File: config.mk
export PLATFORM = sky130hd
export DESIGN_NAME = ebjs_div
export DESIGN_NICKNAME = d
export VERILOG_FILES = /design/src/hdl/ebjs_pkg.sv /design/src/hdl/ebjs_div.sv
export SDC_FILE = /design/constraint.sdc
export NUM_CORES = 1
export LEC_CHECK = 0
export ABC_AREA = 1
export ABC_CLOCK_PERIOD_IN_PS = 2100
export BUFFER_PORTS_ARGS = -buffer_cell sky130_fd_sc_hd__buf_4
export CAP_MARGIN = 0
export CELL_PAD_IN_SITES_DETAIL_PLACEMENT = 1
export CELL_PAD_IN_SITES_GLOBAL_PLACEMENT = 1
export CORE_MARGIN = 5
export CORE_UTILIZATION = 37
export DETAILED_ROUTE_END_ITERATION = 8
export PLACE_DENSITY_LB_ADDON = 0.15
export SYNTH_ARGS = -nofsm -noshare
export SYNTH_HDL_FRONTEND = slang
export SYNTH_SLANG_ARGS = --single-unit
File: constraint.sdc
create_clock -name clk -period 2.1 [get_ports clk]
set_input_delay 0.42 -clock clk [delete_from_list [all_inputs] [get_ports clk]]
set_output_delay 0.42 -clock clk [all_outputs]
set_load 0.01 [all_outputs]
File: src/hdl/ebjs_pkg.sv
// Shared types, codes and the queue-order comparator for the backfill scheduler.
package ebjs_pkg;

	localparam int WAIT_DEPTH_DEF = 64;
	localparam int RUN_DEPTH_DEF = 64;

	// Commands broadcast to a row of cells.
	typedef logic [1:0] cmd_t;
	localparam cmd_t CMD_HOLD = 2'd0;
	localparam cmd_t CMD_ROT = 2'd1;
	localparam cmd_t CMD_INS = 2'd2;
	localparam cmd_t CMD_DEL = 2'd3;

	localparam logic [1:0] OP_ARRIVE = 2'd0;
	localparam logic [1:0] OP_FINISH = 2'd1;
	localparam logic [1:0] OP_TRY = 2'd2;

	localparam logic [2:0] ST_OK = 3'd0;
	localparam logic [2:0] ST_UNKNOWN = 3'd1;
	localparam logic [2:0] ST_MISSED = 3'd2;
	localparam logic [2:0] ST_NORES = 3'd3;
	localparam logic [2:0] ST_WORSE = 3'd4;
	localparam logic [2:0] ST_FULL = 3'd5;

	localparam logic [2:0] MODE_LARGEST = 3'd1;
	localparam logic [2:0] MODE_SMALLEST = 3'd2;
	localparam logic [2:0] MODE_LONGEST = 3'd3;
	localparam logic [2:0] MODE_SHORTEST = 3'd4;
	localparam logic [2:0] MODE_FIT = 3'd5;

	localparam logic REG_ORDER_MODE = 1'b0;
	localparam logic REG_CORES = 1'b1;

	typedef struct packed {
		logic [15:0] id;
		logic [15:0] procs;
		logic [31:0] rt;
		logic [31:0] arr;
		logic [15:0] nodes;
	} wait_ent_t;

	typedef struct packed {
		logic [15:0] id;
		logic [15:0] nodes;
		logic [31:0] fin;
	} run_ent_t;

	// True if job a goes before job b. Later tests take priority, so they are
	// written from the last tie breaker up to the primary key.
	function automatic logic ahead(input logic [2:0] mode, input wait_ent_t a,
			input wait_ent_t b);
		logic r;
		r = (a.arr != b.arr) ? (a.arr < b.arr) : (a.id < b.id);
		if (mode == MODE_SHORTEST && a.rt != b.rt) r = a.rt < b.rt;
		if ((mode == MODE_LONGEST || mode == MODE_FIT) && a.rt != b.rt) r = a.rt > b.rt;
		if (mode == MODE_SMALLEST && a.procs != b.procs) r = a.procs < b.procs;
		if ((mode == MODE_LARGEST || mode == MODE_FIT) && a.procs != b.procs)
			r = a.procs > b.procs;
		return r;
	endfunction

endpackage

File: src/hdl/ebjs_div.sv
// Restoring divider, one quotient bit per cycle, for node counts.
module ebjs_div
	import ebjs_pkg::*;
(
	input  logic        clk,
	input  logic        arst_n,
	input  logic        start,
	input  logic [16:0] num,
	input  logic [8:0]  den,
	output logic        done,
	output logic [15:0] quo
);

	logic        busy_q;
	logic        done_q;
	logic [4:0]  cnt_q;
	logic [8:0]  rem_q;
	logic [16:0] sh_q;
	logic [8:0]  den_q;
	logic [9:0]  trial;
	logic [9:0]  diff;
	logic        ge;

	assign trial = {rem_q, sh_q[16]};
	assign ge = trial >= {1'b0, den_q};
	assign diff = trial - {1'b0, den_q};

	always_ff @(posedge clk or negedge arst_n) begin
		if (!arst_n) begin
			busy_q <= 1'b0;
			done_q <= 1'b0;
			cnt_q <= '0;
		end else begin
			done_q <= 1'b0;
			if (!busy_q) begin
				if (start) begin
					busy_q <= 1'b1;
					cnt_q <= '0;
				end
			end else begin
				cnt_q <= cnt_q + 5'd1;
				if (cnt_q == 5'd16) begin
					busy_q <= 1'b0;
					done_q <= 1'b1;
				end
			end
		end
	end

	always_ff @(posedge clk) begin
		if (!busy_q) begin
			if (start) begin
				rem_q <= '0;
				sh_q <= num;
				den_q <= den;
			end
		end else begin
			rem_q <= ge ? diff[8:0] : trial[8:0];
			sh_q <= {sh_q[15:0], ge};
		end
	end

	assign done = done_q;
	assign quo = sh_q[15:0];

endmodule

* Word-level counts from Yosys, hierarchy flattened *
Index checks and enable logic that the tools add are counted.

word-level totals
  output and inout bits = 17
  input bits = 29
  register bits = 42
  word-level logic and storage cells = 25

cells by class
  reductions and logical operators = 2
  add/sub/neg operators = 2
  magnitude comparators = 1
  bitwise gates (word level) = 1
  multiplexer cells = 12
  equality and inequality tests = 1

operators by type and width
  operator                                                        number
  17-bit two-way mux                                              2
  9-bit two-way mux                                               3
  10-bit by 9-bit greater-or-equal comparator with 1-bit output   1
  5-bit two-way mux                                               2
  9-bit subtractor                                                1
  5-bit by 1-bit adder with 5-bit output (second input constant)  1
  5-bit == test (second input constant)                           1
  1-bit two-way mux                                               5
  2-bit AND reduction                                             1
  2-bit nonzero test                                              1
  1-bit NOT                                                       1

* Logic depth before layout (Yosys ltp) *
  depth after elaboration = 3
  gate-level depth with buffers = 14
  mapped depth without buffers = 14

* Worst setup path before layout *
OpenSTA, ideal clock, no wires.

  kind = register to register
  start point = register sh_q[16]
  end point = register rem_q[1] (data pin)
  arrival time = 1.709 ns
  required time = 1.846 ns
  stages on the path, launching flop included = 14
  buffers on the path = 1
  setup slack = 0.138 ns
  period minus slack after synthesis = 1.962 ns
  setup time = 0.254 ns
  cell sequence = edfxtp_1 inv_1 ha_1 inv_1 fa_1 nand2_1 nand2_1 nand3_1 nand2_1 nand2_1 nand2_2 buf_6 o21bai_1 nor2_1

on the way
  longest elaborated chain between the ends = 3
  elaborated cells on any way between the ends = 4
  those cells by class = 1 x add/sub; 1 x order compare; 2 x mux

ends and longest elaborated chain
  item                                                                                                      RTL line                        source
  start: declaration                                                                                        ebjs_div.sv:18                  logic [16:0] sh_q;
  start signal: assignment                                                                                  ebjs_div.sv:54                  sh_q <= num;
  start signal: assignment                                                                                  ebjs_div.sv:59                  sh_q <= {sh_q[15:0], ge};
  9-bit subtractor / 10-bit by 9-bit greater-or-equal comparator with 1-bit output (equally long branches)  ebjs_div.sv:26, ebjs_div.sv:25
  9-bit two-way mux (*)                                                                                     ebjs_div.sv:58                  rem_q <= ge ? diff[8:0] : trial[8:0];
  9-bit two-way mux (*)                                                                                     ebjs_div.sv:51                  if (!busy_q) begin
  end signal: assignment                                                                                    ebjs_div.sv:58
  end: declaration                                                                                          ebjs_div.sv:17                  logic [8:0] rem_q;

Every way passes the cells marked *; elsewhere a longest branch is shown, timed or not.
A chain may end at the register's enable or synchronous reset.

* Worst setup path in the final report *
  start point = register rem_q[4]
  end point = register rem_q[0] (data pin)

on the way
  longest elaborated chain between the ends = 3

ends and longest elaborated chain
  item                                                           RTL line        source
  10-bit by 9-bit greater-or-equal comparator with 1-bit output  ebjs_div.sv:25  assign ge = trial >= {1'b0, den_q};
  9-bit two-way mux                                              ebjs_div.sv:58
  9-bit two-way mux                                              ebjs_div.sv:51

Every way passes these cells.

==> reports/metrics.sh <==
SHARE_COMB_OF_TOTAL_POWER_PCT=48.4
DETAIL_ROUTE.WL_PER_CELL_UM=13.7
YOSYSSEQAREASHARE_PCT=51.9
SYNTH.LIB_CELLS_USED.DISTINCT=25
WORST_PATH_LARGEST_CELL_DELAY_PS=420
HP-CLASS='in -> reg'
ROUTE.DETAILED.DRC=0
FF_LATCH_AREA_UM2=1230
WORST_EP_REQUIRED_TIME_PS=2150
POWER_DENSITY_CELLS_nW_PER_UM2=1450
SYNTH-ASYNC-RESET-RATIO_PCT=16.7
POSTSYNTHREGISTERBITS=42
WORST-ENDPOINT-ARRIVAL_PS=1960
VIA_COUNT_OF_THE_FIRST_GLOBAL_ROUTING_PASS=1941
SYNTH-WARNING-COUNT=0
STDCELL_AREA_UM2=2840
PIN_SLEW_WITH_THE_LEAST_HEADROOM_TO_ITS_LIMIT_PS=448
INTERNAL_POWER_mW=2.47
CTS_BUFFERS=5
FINAL.FILL_COUNT=765
FINALWORSTSETUPSLACK_PS=188
REPORT.POWER.TOTAL_mW=4.13
MAXSLEWHEADROOM_PCT=70.1
FIN_SKEW_PS=8.24
POSTSYNTHAREAPERCELL_UM2=8.59
TRITONCTS='built'
FIN_UTIL_PCT=45.2
NUMBER_OF_DRC_MARKERS_IN_ITERATION_0=97
MAX_CAP_VIOLATIONS=0
DP_CELLS=381
ROWS=29
NETS=355
WIRELENGTH_MM=5.38
YOSYS_MOST_USED_DFF='edfxtp_1'
CTSHTREEMAXLEVEL=2
PLACEDINSTANCEAREA_UM2=2700
SWITCHING_POWER_AS_A_SHARE_OF_TOTAL_POWER_PCT=40.1
SWITCHINGPOWER_mW=1.66
GRT_RESOURCE_USAGE_TOTAL_PCT=13.8
DP_HPWL_MM=4.15
CRITPATHKIND='reg -> reg'
RUN_STATUS='finished, final reports clean'
VIAS_CELL=4.65
DIE_X_UM=89.9
CLOCK_SINK_COUNT=42
START_UTIL_PCT=37.7
FP.DIEAREA_UM2=8090
TIMING.CRITICAL_PATH.MODE_CELL='nor2_1'
CRIT_END_CATEGORY='register'
LAYOUTNONFILLERINSTCOUNT=392
PLACEABLECOREAREA_UM2=6280
SETUP_VIOL=0
SYNTH_FP_NETS=316
MULTI_INPUT_AREA_UM2=873
NUM_IO_PINS=46
SYNTHESIS.INSTANCES=275
GRT_FIRST_PASS_WIRELENGTH_MM=9.22
VDD.IR_DROP.WORST_mV=0.665
NETLIST_AREA_UM2=2360
FINALHOLDVIOLATIONS=0
GLOBALROUTE.TOTALOVERFLOW=0
DIEHEIGHT_UM=89.9
ROUTED-VIA-COUNT=1823
DRT.ANTENNA.VIOLATING_NETS=0
CRITPATHTOPFAMILY='simple AND/OR/NAND/NOR gates'
CLK_TRANSITION_REPORTED_PATHS_PS=80
CRITICAL_PATH.SLOWEST_CELL='edfxtp_1'
TIGHTEST_HOLD_MARGIN_PS=297
FRACTION_OF_LAYOUT_INSTANCES_USING_A_DRIVE_STRENGTH_ABOVE_1_PCT=22.2
STARTPOINT_TYPE='register'
GRT_ANTENNA_BEFORE_REPAIR=0
DP_SLACK_PS=-72.3
GRT_SETUP_UNREPAIRED='no'
FINAL.MIN_CLOCK_PERIOD_PS=1910
WORSTPATHMAXFANOUT=7
CLK_LATENCY_PS=290
SYN2LAYOUT_AREA_GROWTH_PCT=20.2
CLK_PATH_BUF_DEPTH=2
FMAX_MHz=523
LEAKAGE_nW=1.44
PLACE.GP.CONGESTION=0.781
NUMBER_OF_FLOPS_MAPPED_TO_ENABLE_CELLS_BY_YOSYS=35
POWER_FRAC_CLOCK_PCT=12.1
CTSROOTBUFFERMASTER='clkbuf_8'
ANTENNA_CELLS_INSERTED=0
SEQ_POWER_SHARE_PCT=39.5
LAYOUT_WORST_PATH_CYCLE_SHARE_PCT=91.1
GRT_START_MAX_NET_PINS=24
PORT-BUFFER-COUNT=45
REPORT.FINAL.SLEW_VIOL_COUNT=0
WORST-PATH-BUF-INV=2
SETUP-TNS-FINAL_PS=0
CRIT_PATH_CELL_TRACE='ha_1, nand2_1, nor2_2, inv_1, nor2_1, nor2_2, nand2_4, inv_2, nor2_1, nor2_1'
DETAIL_ROUTE.FIRST_PASS.ITERATIONS=4
sequential cells by signal, indices dropped and copies added (netlist names):
signal / flops
sh_q: 17
den_q: 9
rem_q: 9
cnt_q: 5
busy_q: 1
done: 1
cell usage in the layout, fill, tap and decap left out, types with 2 or more instances in the layout:
cell type and n:
nand3_1 9, o21ai_0 4, nand2_2 4, ha_1 11
nand2_4 2, nor2_2 2, nor2_1 22, o21bai_1 5
buf_4 51, inv_1 39, nand4_1 2, edfxtp_1 35
nor3_1 2, nand3_2 2, xor2_1 2, dfrtp_1 7
nand2_1 97, a21oi_1 3, clkbuf_8 5
Yosys cell counts, types with 2 or more instances:
library cell	instances	area, um2
nand2_2	2	12.5
xor2_1	2	17.5
nand3_1	11	55.1
dfrtp_1	7	175
buf_4	16	120
nor3_1	2	10.0
inv_1	40	150
nor2_1	23	86.3
o21ai_0	4	20.0
nand2_1	100	375
ha_1	11	138
clkbuf_1	2	7.51
a21oi_1	3	15.0
edfxtp_1	35	1050
o21bai_1	5	37.5
nand4_1	2	12.5
buf_2	2	10.0
final timing paths:
| path | from | endpoint | slack [ps] | cells after the start |
|---|---|---|---|---|
| setup reg to reg | rem_q[4]$_SDFFCE_PN0P_ | rem_q[0]$_SDFFCE_PN0P_ | 190 | 10 |
| max in group asynchronous | arst_n | busy_q$_DFF_PN0_ | 1480 | 2 |
| setup / recovery | rem_q[4]$_SDFFCE_PN0P_ | rem_q[0]$_SDFFCE_PN0P_ | 190 | 10 |
| hold reg to reg | cnt_q[4]$_DFFE_PN0P_ | cnt_q[4]$_DFFE_PN0P_ | 500 | 1 |
| min in group asynchronous | arst_n | done$_DFF_PN0_ | 500 | 2 |
| hold / removal | den[7] | den_q[7]$_DFFE_PP_ | 300 | 1 |
cells by family (layout without fill, tap and decap cells):
group | after synthesis | in the layout | share of synthesized area, %
adders and majority gates | 12 | 12 | 6.67
AOI/OAI and AO/OA | 12 | 12 | 3.07
xor gates and xnor gates | 3 | 3 | 1.11
DFF | 42 | 42 | 51.9
buffers and inverters | 62 | 101 | 12.8
and+or+nand+nor | 144 | 145 | 24.5
power groups by stage:
stage | Clock, mW | Sequential [mW] | Combinational, mW
final | 0.500 | 1.63 | 2.00
after global routing | 0.557 | 1.68 | 2.31
after CTS | 0.521 | 1.64 | 1.99
after detailed placement | 0 | 1.65 | 1.96
after global placement | 0 | 1.64 | 1.89
after floorplan | 0 | 1.55 | 1.53
repair_timing:
action	CTS	global route
setup buffers	0	1
gates resized for setup	2	8
hold buffers	1	0
gates cloned	1	0
endpoints found under the setup margin	6	10
hold endpoints to repair	7	0
per-layer routing:
metal,up-vias,global-route usage (%),routed length (um)
li1,929,-,-
met1,857,17.6,2490
met2,31,22.4,2550
met3,6,4.26,282
met4,0,4.09,68
met5,-,0,0
area by class of cell:
type,instances,share of cell area [%]
clock buffer,6,2.56
clock inverter,2,0.308
inverter,40,5.29
multi-input combinational,172,30.7
sequential,42,43.2
tap,77,3.39
timing repair buffer,53,14.5
Power figures use the tool's default switching activity.
