`src/hdl/ebjs_pkg.sv`:
```
// Shared types, codes and the queue-order comparator for the backfill scheduler.
package ebjs_pkg;

	localparam int WAIT_DEPTH_DEF = 64;
	localparam int RUN_DEPTH_DEF = 64;

	// Commands broadcast to a row of cells.
	typedef logic [1:0] cmd_t;
	localparam cmd_t CMD_HOLD = 2'd0;
	localparam cmd_t CMD_ROT = 2'd1;
	localparam cmd_t CMD_INS = 2'd2;
	localparam cmd_t CMD_DEL = 2'd3;

	localparam logic [1:0] OP_ARRIVE = 2'd0;
	localparam logic [1:0] OP_FINISH = 2'd1;
	localparam logic [1:0] OP_TRY = 2'd2;

	localparam logic [2:0] ST_OK = 3'd0;
	localparam logic [2:0] ST_UNKNOWN = 3'd1;
	localparam logic [2:0] ST_MISSED = 3'd2;
	localparam logic [2:0] ST_NORES = 3'd3;
	localparam logic [2:0] ST_WORSE = 3'd4;
	localparam logic [2:0] ST_FULL = 3'd5;

	localparam logic [2:0] MODE_LARGEST = 3'd1;
	localparam logic [2:0] MODE_SMALLEST = 3'd2;
	localparam logic [2:0] MODE_LONGEST = 3'd3;
	localparam logic [2:0] MODE_SHORTEST = 3'd4;
	localparam logic [2:0] MODE_FIT = 3'd5;

	localparam logic REG_ORDER_MODE = 1'b0;
	localparam logic REG_CORES = 1'b1;

	typedef struct packed {
		logic [15:0] id;
		logic [15:0] procs;
		logic [31:0] rt;
		logic [31:0] arr;
		logic [15:0] nodes;
	} wait_ent_t;

	typedef struct packed {
		logic [15:0] id;
		logic [15:0] nodes;
		logic [31:0] fin;
	} run_ent_t;

	// True if job a goes before job b. Later tests take priority, so they are
	// written from the last tie breaker up to the primary key.
	function automatic logic ahead(input logic [2:0] mode, input wait_ent_t a,
			input wait_ent_t b);
		logic r;
		r = (a.arr != b.arr) ? (a.arr < b.arr) : (a.id < b.id);
		if (mode == MODE_SHORTEST && a.rt != b.rt) r = a.rt < b.rt;
		if ((mode == MODE_LONGEST || mode == MODE_FIT) && a.rt != b.rt) r = a.rt > b.rt;
		if (mode == MODE_SMALLEST && a.procs != b.procs) r = a.procs < b.procs;
		if ((mode == MODE_LARGEST || mode == MODE_FIT) && a.procs != b.procs)
			r = a.procs > b.procs;
		return r;
	endfunction

endpackage

```
`src/hdl/ebjs_cell.sv`:
```
// One storage cell of a job table row; shifts, rotates or loads from its neighbors.
module ebjs_cell
	import ebjs_pkg::*;
#(
	parameter int W = 64,
	parameter int AW = 6,
	parameter int IDX = 0
) (
	input  logic          clk,
	input  cmd_t          cmd,
	input  logic [AW-1:0] pos,
	input  logic [W-1:0]  left,
	input  logic [W-1:0]  right,
	input  logic [W-1:0]  newd,
	output logic [W-1:0]  q
);

	localparam logic [AW-1:0] ME = AW'(IDX);

	logic [W-1:0] q_q;

	always_ff @(posedge clk) begin
		case (cmd)
			CMD_ROT: q_q <= right;
			CMD_INS: begin
				if (ME > pos) q_q <= left;
				else if (ME == pos) q_q <= newd;
			end
			CMD_DEL: begin
				if (ME >= pos) q_q <= right;
			end
			default: q_q <= q_q;
		endcase
	end

	assign q = q_q;

endmodule

```
`config.mk`:
```
export PLATFORM = sky130hd
export DESIGN_NAME = ebjs_cell
export DESIGN_NICKNAME = d
export VERILOG_FILES = /design/src/hdl/ebjs_pkg.sv /design/src/hdl/ebjs_cell.sv
export SDC_FILE = /design/constraint.sdc
export NUM_CORES = 1
export LEC_CHECK = 0
export ABC_AREA = 1
export BUFFER_PORTS_ARGS = -buffer_cell sky130_fd_sc_hd__buf_2
export CAP_MARGIN = 20
export CORE_AREA = 3 3 103 105
export CTS_CLUSTER_DIAMETER = 200
export DETAILED_ROUTE_END_ITERATION = 16
export DIE_AREA = 0 0 106 108
export HOLD_SLACK_MARGIN = 0.03
export PLACE_DENSITY_LB_ADDON = 0.05
export SYNTH_ARGS = -nofsm -noshare
export SYNTH_HDL_FRONTEND = slang
export SYNTH_SLANG_ARGS = --single-unit
export TNS_END_PERCENT = 100
```
`constraint.sdc`:
```
create_clock -name clk -period 5.5 [get_ports clk]
set_input_delay 0.55 -clock clk [delete_from_list [all_inputs] [get_ports clk]]
set_output_delay 0.55 -clock clk [all_outputs]
set_load 0.02 [all_outputs]
```
# After elaboration in Yosys (flattened, before gate mapping)

Index checks and enable logic that the tools add are counted.

Bits in registers: 64
Bits of input ports: 201
Output and inout port bits: 64
Word-level logic and storage cells: 15

Order comparisons: 2
Equal/unequal tests: 5
Mux-type cells: 4
Reduce and logical (&&, ||, !) cells: 3

Operators by type and width:

| operator             | count |
|---|---|
| $mux W64             | 3 |
| $pmux W64 S3         | 1 |
| $ge A1 B6 Y1 const A | 1 |
| $gt A1 B6 Y1 const A | 1 |
| $logic_not A6 Y1     | 1 |
| $eq A2 B2 Y1 const B | 2 |
| $ne A3 B3 Y1 const B | 1 |
| $reduce_and A3 Y1    | 1 |
| $reduce_bool A3 Y1   | 1 |
| $eq A2 B1 Y1 const B | 1 |
| $ne A2 B2 Y1 const B | 1 |

# Depth between registers and ports, before layout

Gate-level depths: netlist of run 1.

Depth after elaboration: 4
Gate-level depth with buffers: 5
Depth with buffers taken out: 5

# Worst setup path after synthesis of run 1

Ideal clock, no wire load.

Kind: input to register
From: input port cmd[0]
To: register q_q[0] (netlist: q[0]) (enable)
Setup time: 424 ps
Arrival time: 2,382 ps
Required time: 5,076 ps
Slack: 2,694 ps
Stages: 4
Cells stage by stage: inv_1 > buf_4 > or2_2 > nand2_1

Longest elaborated chain between the ends: 3
Elaborated cells between the ends (all ways): 7
Classes of those cells: eq/ne: 5; reduce/logical: 2

Ends and longest elaborated chain:

| item                                                        | line            | RTL |
|---|---|---|
| start: declaration                                          | ebjs_cell.sv:10 | `input cmd_t cmd,` |
| $eq A2 B2 Y1 or $eq A2 B1 Y1 (tied branches)                | ebjs_cell.sv:23 | `case (cmd)` |
| $ne A3 B3 Y1 (no source line), or another cell as far along | n/a             |  |
| $reduce_and A3 Y1 (no source line) *                        | n/a             |  |
| end signal: assignment                                      | ebjs_cell.sv:24 | `CMD_ROT: q_q <= right;` |
| end signal: assignment                                      | ebjs_cell.sv:26 | `if (ME > pos) q_q <= left;` |
| end signal: assignment                                      | ebjs_cell.sv:27 | `else if (ME == pos) q_q <= newd;` |
| end: declaration                                            | ebjs_cell.sv:20 | `logic [W-1:0] q_q;` |

Every way passes the cells marked *; elsewhere a longest branch is shown, timed or not.
A chain may end at the register's enable or synchronous reset.

# Worst setup path in the final report of run 1

From: input port cmd[1]
To: register q_q[61] (netlist: q[61]) (enable)

The elaborated chain is that of the path after synthesis.

==> metrics.yaml, run 1 <==
outcome:
  status: "complete, no violations"
global_routing:
  grt_pass1_wl_um: 12500
  first_global_vias: 2458
  met1_usage_pct: 17.8
  antenna_found_initial: 0
  gr-usage-all-layers_pct: 14.4
  grt-ovfl-total: 0
  met2_usage_pct: 23.3
  use_met3_pct: 4.78
  grt_max_degree: 43
  grt_busiest_layer: "met2"
floorplanning:
  core_sq_um: 9730
  start_util_pct: 29.8
  dieWidth_um: 106
  num_rows: 36
  pin_count: 265
  dieArea_sq_um: 11400
  die_height_um: 108
clock_network:
  cts_hold_buf: 0
  cts_setup_buffers: 0
  clk_pin_slew_worst_paths_ns: 0.08
  cts_buffer_depth: 2
  cts_tree: "built"
  clock_sinks: 64
  clockRootBuffer: "clkbuf_8"
  post_cts_resized: 0
  h-tree-depth: 3
  cts_buffers: 9
worst_setup_path:
  cpPeakStageDelay_ns: 0.53
  critPathLaunchType: "primary input"
  cp_data_required_time_ns: 5.48
  crit_fanout: 34
  worstPathArrival_ns: 2.31
  path_class: "primary input to flop"
  worst_path_max_delay_cell: "nand2_2"
  crit_path_end_kind: "flop"
  path_common_cell: "nand2_1"
  critical_path.cell_chain: "buf_2, nand2_1, nor2_1, nand2_1, nand2_2, buf_4"
sta:
  rsz0062_at_grt: "false"
  fmax_ghz: 0.428
  post-route-period-util_pct: 42.5
  setup_viol: 0
  fin_crit_ns: 2.34
  relSlewSlack_pct: 52.0
  drv_slew: 0
  whs_ns: 0.474
  finalSetupTns_ns: 0
  hold_viol_final: 0
  worstMarginPinSlew_ns: 0.718
power_and_ir_drop:
  ir_worst_vdd_v: 0.0000917
  power_density_nw_per_um2: 294
  p_total_uw: 1240
  leakagePower_uw: 0.00210
routing:
  wirelength_um: 8470
  drc: 0
  vias_per_cell: 4.26
  firstDrtPassIters: 4
  wire_per_inst_um: 13.6
  ant_nets: 0
  vias: 2656
  drtIter0Drc: 158
final_layout:
  fin_nets: 687
  largest_reg_flops: 64
  final_area_sq_um: 4210
  area_growth_pct: 45.3
  final_common_cell: "buf_2"
  layout_common_cells: "buf_2 (200), nand2_1 (132), nand3_1 (64), edfxtp_1 (64), clkbuf_8 (9)"
  diodes: 0
  fin_cells: 624
  drive_gt1_share_pct: 45.2
yosys:
  synth_cells: 291
  avgSynthCellArea_sq_um: 9.95
  synth_xor_area_share_pct: 0
  yosys.area_share.simple_pct: 29.0
  synth_compound_area_share_pct: 0
  synthMuxAreaShare_pct: 0
  yosysUniqueCellTypes: 10
  synth_top_family_by_area: "simple AND/OR/NAND/NOR gates"
  synth-seq-cells: 64
  yosysWarningCount: 0
  seq_area_frac_synth_pct: 66.3
  synth_area_sq_um: 2900
  synthAdderAreaFrac_pct: 0
  syn_nets: 492
place:
  place_area_sq_um: 4000
  dp_cells: 608
  port_buffers: 200
  dpl.hpwl_um: 6070
  routabilityCongestion: 0.728
hold_path:
  min_to: "q[47]"
  hold_class: "primary input to flop"
  hold_depth: 3
  hold_start: "right[47]"
run:
  maxCapViolations: 0
## synthesized netlist by cell type
master    instances  area [sq um]
buf_2            12          60.1
buf_4             6          45.0
clkbuf_1          2          7.51
edfxtp_1         64          1920
inv_1             6          22.5
nand2_1         133           499
nand2_2           1          6.26
nand3_1          64           320
nor2_1            2          7.51
or2_2             1          6.26
## worst max path at each step
stage	start	to	slack (ns)	cells past startpoint
finish	cmd[1]	q[61]	3.16	6
global route	cmd[1]	q[63]	2.95	6
CTS	cmd[1]	q[27]	3.10	6
detailed placement	cmd[1]	q[17]	2.74	6
global placement	cmd[0]	q[39]	2.56	6
floorplan	cmd[0]	q[0]	2.69	4
## worst max-delay path: cells and delay by family
family	cells	cell delay (ns)
buffers and inverters	2	0.93
AND/OR/NAND/NOR	4	0.80
## where the power goes
part	total (uW)	internal [uW]	switching (uW)	leakage, uW
clock network	435	253	182	0.0000999
logic	210	79.6	130	0.00141
registers	592	584	8.00	0.000593
total	1240	916	320	0.00210
## kinds of logic (layout without fill, tap and decap cells)
group,count (synthesis),count (layout)
simple gates,201,201
flops,64,64
buf+inv,26,226
## layout make-up
class	count	area [sq um]
Sequential cell	64	1920
Tap cell	133	166
Multi-Input combinational cell	201	842
Clock buffer	10	128
Fill cell	995	5520
Clock inverter	6	83.8
Timing Repair Buffer	204	1040
Inverter	6	22.5
## through the flow
step,utilization (%),setup WS (ns)
2_1_floorplan,-,2.69
3_3_place_gp,40.9,2.56
3_5_place_dp,41.1,2.74
4_1_cts,43.2,3.10
5_1_grt,43.2,2.95
6_report,43.2,3.16
## metal layers
metal / vias to the layer above / routed length [um]
met1: 1150 / 3590
met5: - / 0
met3: 6 / 806
li1: 1371 / -
met4: 0 / 95
met2: 129 / 3980
(Power assumes the default switching activity.)
==> run 2, diff against run 1 <==
- CORE_AREA: 3 3 103 105 -> 3 3 101 103
- DIE_AREA: 0 0 106 108 -> 0 0 104 106
- clock period: 5.5 -> 2.25 ns (I/O delays scaled with it)
==> metrics.yaml, run 2 (same netlist as run 1, synthesis figures left out) <==
routing:
  wirelength_um: 8250  # -2.6%
  drc: 0  # unchanged
  firstDrtPassIters: 4  # unchanged
  drtIter0Drc: 83  # -47%
  ant_nets: 0  # unchanged
  wire_per_inst_um: 13.3  # -2.3%
  vias_per_cell: 4.24  # -0.28%
  vias: 2640  # -0.60%
sta:
  fmax_ghz: 0.748
  worstMarginPinSlew_ns: 0.462  # -0.256 ns
  drv_slew: 0  # unchanged
  finalWorstSetupSlack_ns: 0.913  # -2.25 ns
  finalSetupTns_ns: 0  # unchanged
  setup_viol: 0  # unchanged
  post-route-period-util_pct: 59.4
  rsz0062_at_grt: "false"
  fin_crit_ns: 1.34
  relSlewSlack_pct: 69.2  # +17 points
  hold_viol_final: 0  # unchanged
  whs_ns: 0.155  # -0.319 ns
floorplanning:
  dieWidth_um: 104  # -1.9%
  start_util_pct: 31.2  # +1.4 points
  pin_count: 265  # unchanged
  die_height_um: 106  # -1.9%
  num_rows: 35  # -2.8%
  dieArea_sq_um: 11000  # -3.7%
  core_sq_um: 9280  # -4.6%
place:
  port_buffers: 200  # unchanged
  post-place-ws_ns: 0.535  # -2.21 ns
  dpl.hpwl_um: 6110  # +0.79%
  routabilityCongestion: 0.748  # +2.7%
final_layout:
  largest_reg_flops: 64  # unchanged
  fin_nets: 690  # +0.44%
  layout_common_cells: "buf_2 (200), nand2_1 (132), nand3_1 (64), edfxtp_1 (64), clkbuf_8 (9)"
  final_common_cell: "buf_2"
  drive_gt1_share_pct: 45.4  # +0.22 points
  diodes: 0  # unchanged
  area_growth_pct: 43.9
clock_network:
  cts_buffer_depth: 2  # unchanged
  clock_sinks: 64  # unchanged
  cts_hold_buf: 0  # unchanged
  clockRootBuffer: "clkbuf_8"
  post_cts_resized: 0  # unchanged
  clk_pin_slew_worst_paths_ns: 0.08  # about the same
  cts_buffers: 9  # unchanged
  h-tree-depth: 3  # unchanged
  cts_tree: "built"
  cts_setup_buffers: 0  # unchanged
global_routing:
  antenna_found_initial: 0  # unchanged
  grt_pass1_wl_um: 12800  # +2.2%
  gr-usage-all-layers_pct: 14.7  # +0.39 points
  first_global_vias: 2610  # +6.2%
  grt_max_degree: 46  # +7.0%
  grt-ovfl-total: 0  # unchanged
power_and_ir_drop:
  pwr-share-clk_pct: 29.1  # -6.1 points
  seqPwrFrac_pct: 52.3  # +4.5 points
  combinationalPowerShare_pct: 18.6  # +1.6 points
  switchingPower_uw: 752  # +130%
  ir_worst_vdd_v: 0.000300  # +230%
  power_density_nw_per_um2: 664  # +130%
  swShare_pct: 27.2  # +1.3 points
  p_int_uw: 2010  # +120%
  leakagePower_uw: 0.00209  # -0.40%
hold_path:
  hold_class: "primary input to flop"
worst_setup_path:
  path_class: "primary input to flop"
  crit_fanout: 26  # -24%
  cp-endpoint: "q[61]"
  cp_data_required_time_ns: 2.32  # -3.16 ns
  critPathLaunch: "cmd[0]"
  crit_path_end_kind: "flop"
  critPathLaunchType: "primary input"
  worstPathArrival_ns: 1.41  # -0.90 ns
run:
  maxCapViolations: 0  # unchanged
outcome:
  status: "complete, no violations"
[run 2: cell count changes in the layout (fill, tap and decap cells not counted), sizes merged]
cell,change
buf,+3
bufinv,-2
clkbuf,+1
clkinv,+1
clkinvlp,-1
[run 2: area by class of cell]
type | count | area, sq um
clock buffers | 11 | 131
clock inverters | 4 | 22.5
fillers | 937 | 5120
inverters | 6 | 22.5
multi-input cells | 201 | 842
flip-flops and latches | 64 | 1920
well taps | 129 | 161
repair buffers | 207 | 1070
[run 2: metal layers]
layer / track usage, % / routed length, um / vias to the layer above / part of all wire (%)
met5: 0 / 0 / - / 0
met4: 5.79 / 121 / 0 / 1.5
met3: 4.98 / 778 / 10 / 9.4
met2: 25.2 / 3960 / 132 / 48
met1: 17.1 / 3380 / 1123 / 41
li1: - / - / 1375 / -
[run 2: metrics by stage]
step | util [%] | total power, uW | cell area (sq um) | std cells
6_report | 44.9 | 2770 | 4170 | 622
5_1_grt | 44.9 | 2920 | 4170 | 622
3_3_place_gp | 43.2 | 1990 | 4010 | 607
2_1_floorplan | - | 1750 | 2900 | 291
4_1_cts | 44.9 | 2820 | 4170 | 622
3_5_place_dp | 43.2 | 2000 | 4010 | 607
[run 2: critical path: stages]
cell,delay (ns)
buf_2,0.10
inv_2,0.29
nand2_2,0.30
buf_4,0.32
nand2_1,0.09
nand2_1,0.07
[run 2: worst min-delay path by stage]
| stage | startpoint | to | slack [ns] | cells past startpoint |
|---|---|---|---|---|
| 2_1_floorplan | right[0] | q[0] | 0.40 | 2 |
| 3_3_place_gp | right[27] | q[27] | 0.49 | 3 |
| 3_5_place_dp | right[60] | q[60] | 0.49 | 3 |
| 4_1_cts | right[55] | q[55] | 0.14 | 3 |
| 5_1_grt | right[27] | q[27] | 0.15 | 3 |
| 6_report | right[9] | q[9] | 0.16 | 3 |
[run 2: power by group through the flow]
stage	sequential [uW]	clock, uW	combinational [uW]
3_5_place_dp	1470	0	526
3_3_place_gp	1470	0	524
4_1_cts	1450	849	526
6_report	1450	804	515
5_1_grt	1450	893	571
2_1_floorplan	1600	0	155
==> run 3, diff against run 2 <==
- ABC_AREA: 1 -> 0
- CORE_AREA: 3 3 101 103 -> 3 3 102 104
- DIE_AREA: 0 0 104 106 -> 0 0 105 107
- clock period: 2.25 -> 1.1 ns (I/O delays scaled with it)
==> metrics.yaml, run 3 <==
outcome:
  status: "complete, no violations"
final_layout:
  final_common_cell: "buf_2"
  layout_common_cells: "buf_2 (200), edfxtp_1 (64), mux2_4 (60)"
  largest_reg_flops: 64  # unchanged
  diodes: 0  # unchanged
  final_util_pct: 45.8  # +0.94 points
  area_growth_pct: 45.8
  fin_cells: 488  # -22%
  fin_nets: 551  # -20%
  drive_gt1_share_pct: 80.8  # +35 points
power_and_ir_drop:
  ir_worst_vdd_v: 0.000493  # +65%
  power_density_nw_per_um2: 1420  # +110%
  leakagePower_uw: 0.00212  # +1.2%
  p_total_uw: 6270  # +130%
yosys:
  synth_area_sq_um: 3030  # +4.6%
  synth_ff_type: "edfxtp_1"
  yosysWarningCount: 0  # unchanged
  seq_area_frac_synth_pct: 63.4  # -2.9 points
  synth_edf_count: 64  # unchanged
  syn_nets: 341  # -31%
  yosysTopAreaCell: "edfxtp_1"
  synth-seq-cells: 64  # unchanged
  synth.top_cells.by_area: "edfxtp_1 (63%), mux2_4 (30%), buf_12 (4.0%), mux2_2 (1.5%), buf_6 (0.37%)"
  synth_cells: 140  # -52%
  yosysMostFrequentCell: "edfxtp_1"
  synth_common_cells: "edfxtp_1 (64), mux2_4 (60), buf_12 (6)"
  yosysUniqueCellTypes: 10  # unchanged
  avgSynthCellArea_sq_um: 21.6  # +120%
  synth.top_cell.area_share_pct: 63.4  # -2.9 points
  synthArstFlopShare_pct: 0  # unchanged
hold_path:
  hold_depth: 2  # -1
  hold_class: "primary input to flop"
  min_to: "q[11]"
  hold_start: "newd[11]"
routing:
  vias_per_cell: 4.10  # -3.4%
  wirelength_um: 6930  # -16%
  ant_nets: 0  # unchanged
  firstDrtPassIters: 4  # unchanged
  drc: 0  # unchanged
  drtIter0Drc: 58  # -30%
  wire_per_inst_um: 14.2  # +7.2%
  vias: 2001  # -24%
clock_network:
  cts_buffers: 9  # unchanged
  cts_tree: "built"
  clock_sinks: 64  # unchanged
  h-tree-depth: 3  # unchanged
  cts_buffer_depth: 2  # unchanged
  cts_hold_buf: 0  # unchanged
  post_cts_resized: 0  # unchanged
  clockRootBuffer: "clkbuf_8"
  clk_pin_slew_worst_paths_ns: 0.07  # about the same
  cts_setup_buffers: 0  # unchanged
sta:
  relSlewSlack_pct: 86.9  # +18 points
  rsz0062_at_grt: "false"
  setup_viol: 0  # unchanged
  worstMarginPinSlew_ns: 0.195  # -0.267 ns
  fmax_ghz: 1.01
  drv_slew: 0  # unchanged
  fin_crit_ns: 0.993
  hold_viol_final: 0  # unchanged
  whs_ns: 0.0688  # -0.0867 ns
  post-route-period-util_pct: 90.3
global_routing:
  grt_max_degree: 35  # -24%
  gr-usage-all-layers_pct: 12.3  # -2.4 points
  first_global_vias: 2057  # -21%
  grt_pass1_wl_um: 10500  # -18%
  antenna_found_initial: 0  # unchanged
  grt-ovfl-total: 0  # unchanged
place:
  routabilityCongestion: 0.717  # -4.1%
  port_buffers: 200  # unchanged
  dpl.hpwl_um: 5470  # -11%
  dp_cells: 472  # -22%
worst_setup_path:
  cpPeakStageDelay_ns: 0.38  # +0.06 ns
  crit_path_end_kind: "output port"
  critPathLaunchType: "flop"
  critical_path.cell_chain: "buf_2"
  crit_fanout: 1  # -96%
  cp_data_required_time_ns: 0.99  # -1.33 ns
  worst_path_max_delay_cell: "edfxtp_1"
  worstPathArrival_ns: 0.88  # -0.53 ns
  path_class: "flop to output port"
  cp_num_buf_inv: 1  # -2
  crit_family: "flip-flops"
floorplanning:
  die_height_um: 107  # +0.94%
  start_util_pct: 31.4  # +0.24 points
  dieWidth_um: 105  # +0.96%
  dieArea_sq_um: 11200  # +1.9%
  core_sq_um: 9640  # +3.8%
  pin_count: 265  # unchanged
  num_rows: 36  # +2.9%
run:
  maxCapViolations: 0  # unchanged
-- run 3: changes by cell type in the layout (fill, tap and decap cells not counted), moves of 2 or more --
cell,delta
mux2_2,+4
mux2_4,+60
nand2_2,-2
nand2_1,-132
bufinv_16,+2
inv_1,-5
clkinv_2,-2
nand3_1,-64
buf_12,+4
buf_4,-5
-- run 3: kinds of logic (layout without fill, tap and decap cells) --
| logic type | Yosys count | in the layout | synth area share, % |
|---|---|---|---|
| DFF | 64 | 64 | 63.4 |
| AOI/OAI and AO/OA | 1 | 1 | 0.289 |
| muxes | 64 | 64 | 31.2 |
| buffers and inverters | 7 | 222 | 4.34 |
| and+or+nand+nor | 4 | 4 | 0.743 |
-- run 3: final cells by class --
class,instances,area (sq um)
Multi-Input combinational cell,69,1010
Clock inverter,5,81.3
Tap cell,133,166
Timing Repair Buffer,206,1110
Fill cell,931,5220
Sequential cell,64,1920
Clock buffer,11,131
-- run 3: metal layers --
metal | track usage, % | part of all wire (%) | vias to the layer above
met5 | 0 | 0 | -
met4 | 3.75 | 1.5 | 0
met3 | 7.71 | 14 | 9
met2 | 20.4 | 51 | 122
met1 | 12.9 | 34 | 901
li1 | - | - | 969
-- run 3: worst max-delay path by stage --
| stage | startpoint | endpoint | slack (ns) | cells past startpoint |
|---|---|---|---|---|
| global route | q[0] | q[0] | 0.05 | 1 |
| floorplan | pos[0] | q[0] | -0.27 | 2 |
| CTS | q[4] | q[4] | 0.07 | 1 |
| finish | q[4] | q[4] | 0.11 | 1 |
| detailed placement | pos[0] | q[49] | -0.16 | 4 |
| global placement | pos[0] | q[22] | -0.14 | 4 |
-- run 3: power by group --
group / total, uW / switching, uW / internal [uW]
clock: 2160 / 887 / 1280
combinational: 1160 / 554 / 601
sequential: 2950 / 36.9 / 2910
-- run 3: metrics by stage --
stage / setup TNS, ns / setup slack, ns / instance area, sq um
after floorplan: -17.07 / -0.267 / 3050
after global placement: -14.73 / -0.142 / 4210
after detailed placement: -16.43 / -0.161 / 4210
after CTS: 0 / 0.0729 / 4420
after global routing: 0 / 0.0469 / 4420
final: 0 / 0.107 / 4420
